--- config.mk ---
export PLATFORM = sky130hd
export DESIGN_NAME = hall_tachometer_moving_average
export DESIGN_NICKNAME = d
export VERILOG_FILES = /design/src/sv/hta_pkg.sv /design/src/sv/hall_tachometer_moving_average.sv /design/src/sv/hta_div.sv
export SDC_FILE = /design/constraint.sdc
export NUM_CORES = 1
export LEC_CHECK = 0
export BUFFER_PORTS_ARGS = -buffer_cell sky130_fd_sc_hd__buf_4
export CORE_MARGIN = 2
export CORE_UTILIZATION = 50
export DETAILED_ROUTE_END_ITERATION = 6
export PLACE_DENSITY = 0.67
export SYNTH_ARGS = -nofsm -noshare
export SYNTH_HDL_FRONTEND = slang
export SYNTH_SLANG_ARGS = --single-unit
export TNS_END_PERCENT = 5
--- constraint.sdc ---
create_clock -name clk -period 13.2 [get_ports clk]
set_input_delay 0.66 -clock clk [delete_from_list [all_inputs] [get_ports clk]]
set_output_delay 0.66 -clock clk [all_outputs]
set_load 0.02 [all_outputs]
--- src/sv/hta_pkg.sv ---
// Shared constants and types for the Hall tachometer with moving average.
// No dependencies; used by every module of the block.
package hta_pkg;

	localparam int AVG_DEPTH_DEF = 10;
	localparam int DIV_W = 32;

	localparam int MIN_PERIOD_W = 20;
	localparam int WINDOW_W = 16;
	localparam int CFG_IDX_W = 1;
	localparam int CFG_DATA_W = 20;

	localparam int TIME_W = 32;
	localparam int FREQ_W = 20;
	localparam int HELD_W = 4;
	localparam int EDGES_W = 16;

	localparam logic [CFG_IDX_W-1:0] REG_MIN_PERIOD = 1'd0;
	localparam logic [CFG_IDX_W-1:0] REG_WINDOW = 1'd1;

	localparam logic [MIN_PERIOD_W-1:0] MIN_PERIOD_RST = 20'd1000;
	localparam logic [WINDOW_W-1:0] WINDOW_RST = 16'd1000;

	localparam logic [DIV_W-1:0] FREQ_NUMERATOR = 32'd1_000_000_000;
	localparam int FREQ_MAX_INT = 999_999;
	localparam logic [FREQ_W-1:0] FREQ_MAX = 20'd999_999;
	localparam logic [EDGES_W-1:0] EDGE_MAX = 16'hFFFF;

endpackage

--- src/sv/hall_tachometer_moving_average.sv ---
// Hall sensor period tachometer with a moving average of the frequency.
// Uses hta_pkg and instantiates hta_div, the one divider shared by both divisions.
//
//   channel  direction  handshake           payload
//   in       sink       in_valid/in_stall   hall_level, time_us, time_ms
//   out      source     out_valid/out_stall edge_seen ... edges_in_window
//   cfg      sink       cfg_wr_en           cfg_index, cfg_data
//
// Counted from one input acceptance to the next: a sample with no accepted period
// takes one pass of the shared divider for the average, or no pass while the ring is
// still empty; one that adds a frequency takes two passes.
// The block takes one beat at a time; in_stall is high from acceptance until the
// result has moved into the output register, which holds while out_stall is high.
// Reset clears all control state; the frequency ring needs no clearing.
module hall_tachometer_moving_average #(
	parameter int AVG_DEPTH = hta_pkg::AVG_DEPTH_DEF
) (
	input  logic                               clk,
	input  logic                               arst_n,
	input  logic                               in_valid,
	output logic                               in_stall,
	input  logic                               hall_level,
	input  logic [hta_pkg::TIME_W-1:0]         time_us,
	input  logic [hta_pkg::TIME_W-1:0]         time_ms,
	output logic                               out_valid,
	input  logic                               out_stall,
	output logic                               edge_seen,
	output logic                               sample_added,
	output logic [hta_pkg::FREQ_W-1:0]         latest_freq_mhz,
	output logic [hta_pkg::FREQ_W-1:0]         average_freq_mhz,
	output logic [hta_pkg::HELD_W-1:0]         samples_held,
	output logic                               window_report,
	output logic [hta_pkg::EDGES_W-1:0]        edges_in_window,
	input  logic                               cfg_wr_en,
	input  logic [hta_pkg::CFG_IDX_W-1:0]      cfg_index,
	input  logic [hta_pkg::CFG_DATA_W-1:0]     cfg_data
);
	import hta_pkg::*;

	localparam int PTR_W = (AVG_DEPTH > 1) ? $clog2(AVG_DEPTH) : 1;
	localparam int CNT_W = $clog2(AVG_DEPTH + 1);
	localparam int SUM_W = $clog2(AVG_DEPTH * FREQ_MAX_INT + 1);

	typedef enum logic [2:0] {
		ST_IDLE,
		ST_DIV_FREQ,
		ST_RING,
		ST_AVG,
		ST_DIV_AVG,
		ST_OUT
	} state_t;

	state_t state_q;

	logic [MIN_PERIOD_W-1:0] min_period_q;
	logic [WINDOW_W-1:0]     window_q;

	logic                    prev_level_q;
	logic [TIME_W-1:0]       last_edge_q;
	logic                    edge_valid_q;
	logic [PTR_W-1:0]        ptr_q;
	logic [CNT_W-1:0]        fill_q;
	logic [SUM_W-1:0]        sum_q;
	logic [TIME_W-1:0]       win_start_q;
	logic [EDGES_W-1:0]      win_edges_q;
	logic [FREQ_W-1:0]       latest_q;

	logic                    edge_q;
	logic                    added_q;
	logic                    report_q;
	logic [EDGES_W-1:0]      reported_q;
	logic [FREQ_W-1:0]       avg_q;

	logic                    out_valid_q;
	logic                    out_edge_q;
	logic                    out_added_q;
	logic [FREQ_W-1:0]       out_latest_q;
	logic [FREQ_W-1:0]       out_avg_q;
	logic [HELD_W-1:0]       out_held_q;
	logic                    out_report_q;
	logic [EDGES_W-1:0]      out_edges_q;

	logic                    div_start_q;
	logic [DIV_W-1:0]        div_a_q;
	logic [DIV_W-1:0]        div_b_q;
	logic                    div_done;
	logic [DIV_W-1:0]        div_quot;

	logic [FREQ_W-1:0]       ring_mem [AVG_DEPTH];
	logic [FREQ_W-1:0]       ring_rd_q;

	logic                    in_beat;
	logic                    is_edge;
	logic [TIME_W-1:0]       period;
	logic                    take_period;
	logic [EDGES_W-1:0]      edges_next;
	logic                    expired;
	logic [FREQ_W-1:0]       freq_new;
	logic                    ring_full;
	logic                    out_free;

	assign in_beat = in_valid && !in_stall;
	assign is_edge = !hall_level && prev_level_q;
	assign period = time_us - last_edge_q;
	assign take_period = is_edge && edge_valid_q && (period > TIME_W'(min_period_q));
	assign edges_next = (is_edge && win_edges_q != EDGE_MAX) ? win_edges_q + 1'b1 : win_edges_q;
	assign expired = (time_ms - win_start_q) >= TIME_W'(window_q);
	assign freq_new = (div_quot > DIV_W'(FREQ_MAX)) ? FREQ_MAX : div_quot[FREQ_W-1:0];
	assign ring_full = (fill_q == CNT_W'(AVG_DEPTH));
	assign out_free = !out_valid_q || !out_stall;

	assign in_stall = (state_q != ST_IDLE);

	hta_div #(
		.W(DIV_W)
	) u_div (
		.clk(clk),
		.arst_n(arst_n),
		.start(div_start_q),
		.dividend(div_a_q),
		.divisor(div_b_q),
		.done(div_done),
		.quotient(div_quot)
	);

	always_ff @(posedge clk or negedge arst_n) begin
		if (!arst_n) begin
			min_period_q <= MIN_PERIOD_RST;
			window_q <= WINDOW_RST;
		end else if (cfg_wr_en) begin
			if (cfg_index == REG_MIN_PERIOD) begin
				min_period_q <= cfg_data[MIN_PERIOD_W-1:0];
			end else if (cfg_index == REG_WINDOW) begin
				window_q <= cfg_data[WINDOW_W-1:0];
			end
		end
	end

	// The read port follows the ring pointer, so the entry about to be replaced is
	// already registered by the time the new frequency comes out of the divider.
	always_ff @(posedge clk) begin
		if (state_q == ST_RING) begin
			ring_mem[ptr_q] <= freq_new;
		end
		ring_rd_q <= ring_mem[ptr_q];
	end

	always_ff @(posedge clk or negedge arst_n) begin
		if (!arst_n) begin
			state_q <= ST_IDLE;
			prev_level_q <= 1'b1;
			last_edge_q <= '0;
			edge_valid_q <= 1'b0;
			ptr_q <= '0;
			fill_q <= '0;
			sum_q <= '0;
			win_start_q <= '0;
			win_edges_q <= '0;
			latest_q <= '0;
			edge_q <= 1'b0;
			added_q <= 1'b0;
			report_q <= 1'b0;
			reported_q <= '0;
			avg_q <= '0;
			div_start_q <= 1'b0;
			div_a_q <= '0;
			div_b_q <= '0;
			out_valid_q <= 1'b0;
			out_edge_q <= 1'b0;
			out_added_q <= 1'b0;
			out_latest_q <= '0;
			out_avg_q <= '0;
			out_held_q <= '0;
			out_report_q <= 1'b0;
			out_edges_q <= '0;
		end else begin
			div_start_q <= 1'b0;
			// A result leaving while the next one loads is handled in ST_OUT.
			if (out_valid_q && !out_stall && state_q != ST_OUT) begin
				out_valid_q <= 1'b0;
			end
			case (state_q)
				ST_IDLE: begin
					if (in_beat) begin
						prev_level_q <= hall_level;
						edge_q <= is_edge;
						added_q <= 1'b0;
						if (is_edge) begin
							last_edge_q <= time_us;
							edge_valid_q <= 1'b1;
						end
						if (expired) begin
							report_q <= 1'b1;
							reported_q <= edges_next;
							win_edges_q <= '0;
							win_start_q <= time_ms;
						end else begin
							report_q <= 1'b0;
							reported_q <= '0;
							win_edges_q <= edges_next;
						end
						if (take_period) begin
							div_a_q <= FREQ_NUMERATOR;
							div_b_q <= period;
							div_start_q <= 1'b1;
							state_q <= ST_DIV_FREQ;
						end else begin
							state_q <= ST_AVG;
						end
					end
				end
				ST_DIV_FREQ: begin
					if (div_done) begin
						state_q <= ST_RING;
					end
				end
				ST_RING: begin
					latest_q <= freq_new;
					added_q <= 1'b1;
					if (ring_full) begin
						sum_q <= sum_q + SUM_W'(freq_new) - SUM_W'(ring_rd_q);
					end else begin
						sum_q <= sum_q + SUM_W'(freq_new);
						fill_q <= fill_q + 1'b1;
					end
					if (ptr_q == PTR_W'(AVG_DEPTH - 1)) begin
						ptr_q <= '0;
					end else begin
						ptr_q <= ptr_q + 1'b1;
					end
					state_q <= ST_AVG;
				end
				ST_AVG: begin
					if (fill_q == '0) begin
						avg_q <= '0;
						state_q <= ST_OUT;
					end else begin
						div_a_q <= DIV_W'(sum_q);
						div_b_q <= DIV_W'(fill_q);
						div_start_q <= 1'b1;
						state_q <= ST_DIV_AVG;
					end
				end
				ST_DIV_AVG: begin
					if (div_done) begin
						avg_q <= div_quot[FREQ_W-1:0];
						state_q <= ST_OUT;
					end
				end
				ST_OUT: begin
					if (out_free) begin
						out_valid_q <= 1'b1;
						out_edge_q <= edge_q;
						out_added_q <= added_q;
						out_latest_q <= latest_q;
						out_avg_q <= avg_q;
						out_held_q <= HELD_W'(fill_q);
						out_report_q <= report_q;
						out_edges_q <= reported_q;
						state_q <= ST_IDLE;
					end else if (!out_stall) begin
						out_valid_q <= 1'b0;
					end
				end
				default: begin
					state_q <= ST_IDLE;
				end
			endcase
		end
	end

	assign out_valid = out_valid_q;
	assign edge_seen = out_edge_q;
	assign sample_added = out_added_q;
	assign latest_freq_mhz = out_latest_q;
	assign average_freq_mhz = out_avg_q;
	assign samples_held = out_held_q;
	assign window_report = out_report_q;
	assign edges_in_window = out_edges_q;

endmodule

--- src/sv/hta_div.sv ---
// Restoring divider that retires one quotient bit per cycle.
// Uses hta_pkg for its default width; shared by both divisions of the tachometer.
module hta_div #(
	parameter int W = hta_pkg::DIV_W
) (
	input  logic         clk,
	input  logic         arst_n,
	input  logic         start,
	input  logic [W-1:0] dividend,
	input  logic [W-1:0] divisor,
	output logic         done,
	output logic [W-1:0] quotient
);
	localparam int CNT_W = $clog2(W + 1);

	logic [CNT_W-1:0] cnt_q;
	logic             done_q;
	logic [W-1:0]     rem_q;
	logic [W-1:0]     quo_q;
	logic [W-1:0]     dsr_q;
	logic [W:0]       rem_sh;
	logic [W:0]       diff;

	// The shifted remainder stays below twice the divisor, so one subtract decides the bit.
	assign rem_sh = {rem_q, quo_q[W-1]};
	assign diff = rem_sh - {1'b0, dsr_q};

	always_ff @(posedge clk or negedge arst_n) begin
		if (!arst_n) begin
			cnt_q <= '0;
			done_q <= 1'b0;
		end else begin
			done_q <= 1'b0;
			if (start) begin
				cnt_q <= CNT_W'(W);
			end else if (cnt_q != '0) begin
				cnt_q <= cnt_q - 1'b1;
				if (cnt_q == CNT_W'(1)) begin
					done_q <= 1'b1;
				end
			end
		end
	end

	always_ff @(posedge clk) begin
		if (start) begin
			rem_q <= '0;
			quo_q <= dividend;
			dsr_q <= divisor;
		end else if (cnt_q != '0) begin
			if (!diff[W]) begin
				rem_q <= diff[W-1:0];
				quo_q <= {quo_q[W-2:0], 1'b1};
			end else begin
				rem_q <= rem_sh[W-1:0];
				quo_q <= {quo_q[W-2:0], 1'b0};
			end
		end
	end

	assign done = done_q;
	assign quotient = quo_q;

endmodule

* Word-level counts from Yosys, hierarchy flattened *
Memories as Yosys holds them, arrays and structs flattened. A register that Yosys moved wholly into a read port is not among the register bits.
Index checks and enable logic that the tools add are counted.

word-level totals
  flip-flop bits (word level) = 444
  bits in latches = 0
  bits in writable memories = 200
  ROM bits = 0
  output and inout port bits = 65
  word-level logic and storage cells = 142
  memories kept = 1

operators by class
  $add $sub $neg = 9
  multiply operators = 0
  div/mod/pow operators = 0
  $lt $le $gt $ge = 3
  eq/ne operators = 17
  shift-type cells = 0
  multiplexer cells = 46
  bitwise operators = 2
  reductions and logical operators = 31

memories
  memory    depth  width  rd ports  clocked after Yosys merged registers in  write ports  RTL line                              text
  ring_mem  10     20     1         1                                        1            hall_tachometer_moving_average.sv:89  logic [FREQ_W-1:0] ring_mem [AVG_DEPTH];

operators with widths
  cell                   number
  $mux 32                9
  $pmux 32 s2            2
  $sub 32x32->32         2
  $mux 20                3
  $mux 16                3
  $pmux 20 s2            1
  $sub 33x32->33         1
  $ge 32x16->1           1
  $gt 32x20->1           1
  $gt 32x20->1 const B   1
  $add 24x20->24         1
  $mux 24                1
  $sub 24x20->24         1
  $pmux 3 s6             1
  $add 16x1->16 const B  1
  $mux 1                 16
  $ne 16x16->1 const B   1
  $mux 3                 4
  $mux 6                 2
  $reduce_and 2->1       6
  $ne 2x2->1 const B     5
  $reduce_and 3->1       3
  $add 4x1->4 const B    2
  $eq 4x4->1 const B     2
  20 further kinds       38

* Depth between registers and ports, before layout *
  word-level depth = 7
  mapped depth = 28
  mapped depth without buffers = 27

* Hierarchy *
From an unflattened synthesis, not the netlist that was laid out.

second synthesis, totals
  cells, all modules = 3130
  area, all modules = 34063.9 um^2

by module, submodules not included
  module                          instances  cells each  area each (um^2)  sequential area each (um^2)
  hall_tachometer_moving_average  1          2589        28328.4           14780.4
  hta_div                         1          541         5735.5            2737.6

* Least setup slack after synthesis *
OpenSTA, ideal clock, no wires.

  path type = reg2reg
  start point = reg u_div.quo_q[12], in the netlist u_div.quotient[12]
  end point = reg sum_q[23]
  arrival time = 5524 ps
  data required time = 13121 ps
  path slack = 7596 ps
  cell stages (with the launch flop) = 29
  clock period less this slack = 5604 ps
  path through = edfxtp_1 -> nor4_1 -> nand2_1 -> a21oi_1 -> o21a_1 -> clkbuf_1 -> nand2b_1 -> ha_1 -> inv_1 -> fa_1 -> nor2b_1 -> o31a_1 -> o221ai_1 -> a21oi_1 -> o21ai_1 -> nor2b_1 -> xnor2_1 -> ha_1 -> a21o_1 -> a21o_1 -> a21o_1 -> a21oi_1 -> nor2b_1 -> o21ai_0 -> o21ai_0 -> or4_4 -> or4_1 -> a21oi_1 -> xor2_1

between the ends
  cells in the longest elaborated chain, start to end = 5

RTL lines
  element                 RTL line                                                                      text
  from (decl)             hta_div.sv:19                                                                 logic [W-1:0] quo_q;
  from (signal assigned)  hta_div.sv:48                                                                 quo_q <= dividend;
  from (signal assigned)  hta_div.sv:53                                                                 quo_q <= {quo_q[W-2:0], 1'b1};
  from (signal assigned)  hta_div.sv:56                                                                 quo_q <= {quo_q[W-2:0], 1'b0};
  $gt 32x20->1 (*)        hall_tachometer_moving_average.sv:108                                         assign freq_new = (div_quot > DIV_W'(FREQ_MAX)) ? FREQ_MAX : div_quot[FREQ_W-1:0];
  $mux 20 (*)             hall_tachometer_moving_average.sv:108
  net freq_new[0]         hall_tachometer_moving_average.sv:98                                          logic [FREQ_W-1:0] freq_new;
  $add 24x20->24 (*)      hall_tachometer_moving_average.sv:221, hall_tachometer_moving_average.sv:223
  $sub 24x20->24          hall_tachometer_moving_average.sv:221                                         sum_q <= sum_q + SUM_W'(freq_new) - SUM_W'(ring_rd_q);
  $mux 24 (*)             hall_tachometer_moving_average.sv:220                                         if (ring_full) begin
  to (signal assigned)    hall_tachometer_moving_average.sv:221
  to (signal assigned)    hall_tachometer_moving_average.sv:223                                         sum_q <= sum_q + SUM_W'(freq_new);
  to (decl)               hall_tachometer_moving_average.sv:63                                          logic [SUM_W-1:0] sum_q;

The timed path passes the listed nets; every way through them passes the cells marked *.
A chain may end at the register's enable or synchronous reset.

* Worst setup path in the final report *
  start point = reg u_div.quo_q[22], in the netlist u_div.quotient[22]
  end point = reg sum_q[23]

Same word-level chain as after synthesis.

==> metrics.txt <==
status finished clean; Routed wire per std cell roughly 19 um; Worst Path Max Fanout 15; nets@finish around 3,400; reg2reg end sum_q[23]; # IOs 156; Final min period 6.686 ns; DIE WIDTH 263.8 um; worst hold path type in2async; n_diodes 0; vias 23,430; First-pass DRT Iterations 5; Max Buffers Root-to-Sink 3; delay of the slowest critical-path stage 0.50 ns; gpl congestion between 0.9 and 1; Routed met3 length 4.804 mm; Async S/R FF share, synth 0.5190; final hold vios 0; share of cells above drive strength 1 0.1729; Post-Route M1 WL 35.10 mm; Residual DRC 0; htree depth 3; nature of the critical path startpoint register; RR Startpoint u_div.quotient[22]; CTS Buf Count 72; Ys Warns 0; dpl cell area between 30,000 and 40,000 sq um; GRT overflow 0; core area ~67,000 sq um; WL final 79.08 mm; setup TNS 0 ns; slew margin rel. 0.2624; worst slew pin tran 1.106 ns; Post-Syn Nets 3,294; mapped cell area 33,740 sq um; Final period util 0.5065; initial antenna violation count 4; CP Data Arrival Time 7.22 ns; Vias/cell about 5.7; worst-skew pair later-pin latency 0.61 ns; Synth Flop Type dfrtp_1; most frequent cell after synthesis dfrtp_1; MaxCap Viol Count 0; vias in the first global route 23,430; row count 95; clk_skew 0.02301 ns; final setup violation count 0; first-pass GRT wire length ~130 mm; final instance area 38,150 sq um; P_leak around 16 nW; Reg2Reg Setup Slack 6.51 ns; critical path required time 13.73 ns; PwrDens ~240 nW/um^2; max-slew violations 0; VDD IR max 136.7 uV; All-Layer GR Usage 0.2277; Post-synth EDFFs 264; biggest area consumer among synthesized cells dfrtp_1; hold_buf cts 0; CTS tree done; RSZ-0062 raised after global routing false; Die Area roughly 70,000 sq um; Iteration-0 DRC Markers between 1,000 and 1,500; clk slew on worst S/H paths 0.06 ns; die height 263.8 um; Initial Util 0.5032; number of antenna-violating nets in the routed design 0; Critical Path End Type register; Post-DP HPWL 55.50 mm; PortBufs 155; maximum clock frequency 149.6 MHz; Crit Path Category reg2reg; slowest CP cell o21a_1; Post-CTS Repair Setup Buffers 0; Area contributors post-synth dfrtp_1, edfxtp_1, ha_1, mux2_2, nand2_1; Distinct cells, synth 87; Synth top cells by count dfrtp_1, nand2_1, edfxtp_1; Area Growth Syn to Fin 13.07%; pin count of the biggest net entering global routing between 80 and 90; FF+latch count, synth approximately 660; Mapped Cells ~3,000; max layer used met5; clock sink count 657; clk root buf clkbuf_16; Post-CTS Resized 0; sequential fraction of the synthesis area 0.5192; Register-to-Register Path Depth 26; Yosys top cell area share 0.2433; synthesized area per cell 11.16 sq um; wire length on met2 36.83 mm
critical path: cells and delay by family (launching register included):
family | cells | cell delay (ns)
and+or+nand+nor | 8 | 2.31
xor gates and xnor gates | 2 | 0.33
DFF | 1 | 0.39
adders and majority gates | 3 | 0.86
AOI/OAI and AO/OA | 12 | 2.66
buffers and inverters | 1 | 0.08
power by group:
| group | switching (W) | total, W | internal [W] |
|---|---|---|---|
| registers | 0.000347 | 0.00300 | 0.00266 |
| logic | 0.00225 | 0.00403 | 0.00178 |
| clock network | 0.000827 | 0.00200 | 0.00117 |
| total | 0.00343 | 0.00903 | 0.00560 |
layout make-up:
cell class	count	area [sq um]
Clock buffer	95	2001
Inverter	204	765.7
Tap cell	873	1092
Clock inverter	34	337.8
Sequential cell	657	17530
Multi-Input combinational cell	2036	14990
Timing Repair Buffer	190	1434
Fill cell	5631	28890
layout by cell type (no fill, tap or decap), types with 16 or more instances in the layout:
master       n
dfrtp_1    324
nand2_1    303
edfxtp_1   264
inv_1      204
o21ai_0    204
buf_4      189
ha_1       176
a21oi_1    166
nor2_1     139
mux2_2     132
a21o_1      89
xnor2_1     78
nand3_1     78
clkbuf_16   74
mux2i_1     63
xor2_1      58
dfxtp_1     52
a211oi_1    49
nor2b_1     44
mux4_2      40
nand2b_1    32
o21a_1      30
mux2_4      29
nor3_1      28
o31ai_1     28
nand4_1     26
and2_1      21
or3_1       20
and3_1      16
flip-flops by register name (all words and copies together), names as in the netlist, 20 cells and up:
name and count:
latest_freq_mhz 20, average_freq_mhz 20, ring_rd_q 20, u_div.dsr_q 32, u_div.quotient 32, avg_q 20, ring_mem 200, win_start_q 32
latest_q 20, last_edge_q 32, u_div.rem_q 32, div_b_q 32, sum_q 24, div_a_q 25, min_period_q 20
how the worst max path moves through the flow:
stage | end | slack, ns | cells past startpoint | start
after floorplan | sum_q[23] | 7.60 | 28 | u_div.quotient[12]
after global placement | sum_q[23] | 6.88 | 26 | u_div.quotient[22]
after detailed placement | sum_q[23] | 6.65 | 26 | u_div.quotient[22]
after CTS | sum_q[23] | 6.64 | 26 | u_div.quotient[22]
after global routing | sum_q[23] | 6.02 | 26 | u_div.quotient[23]
final | sum_q[23] | 6.51 | 26 | u_div.quotient[22]
stage by stage:
stage,power [W],cells,setup slack [ns],hold slack (ns),util
finish,0.009032,4089,6.514,0.04852,0.5690
global route,0.009676,4089,6.015,0.1054,0.5690
detailed placement,0.007032,3960,6.650,0.4342,0.5341
CTS,0.009070,4089,6.635,0.06155,0.5690
global placement,0.006899,3960,6.880,0.4334,0.5341
floorplan,0.006061,3022,7.596,0.3644,-
layer usage:
layer / track usage / vias up
met5: 0 / -
met4: 0.07939 / 4
met3: 0.04540 / 141
met2: 0.3653 / 596
met1: 0.3098 / 11530
li1: - / 11150
kinds of logic after synthesis:
kind of cell / Yosys count / share of synthesized area
AND/OR/NAND/NOR: 758 / 0.1051
multiplexers: 264 / 0.1024
XOR/XNOR: 137 / 0.03612
AO/OA/AOI/OAI: 696 / 0.1309
flip-flops: 657 / 0.5192
buffers and inverters: 329 / 0.03805
adder cells (fa/ha/maj): 181 / 0.06824
(Power assumes the default switching activity.)
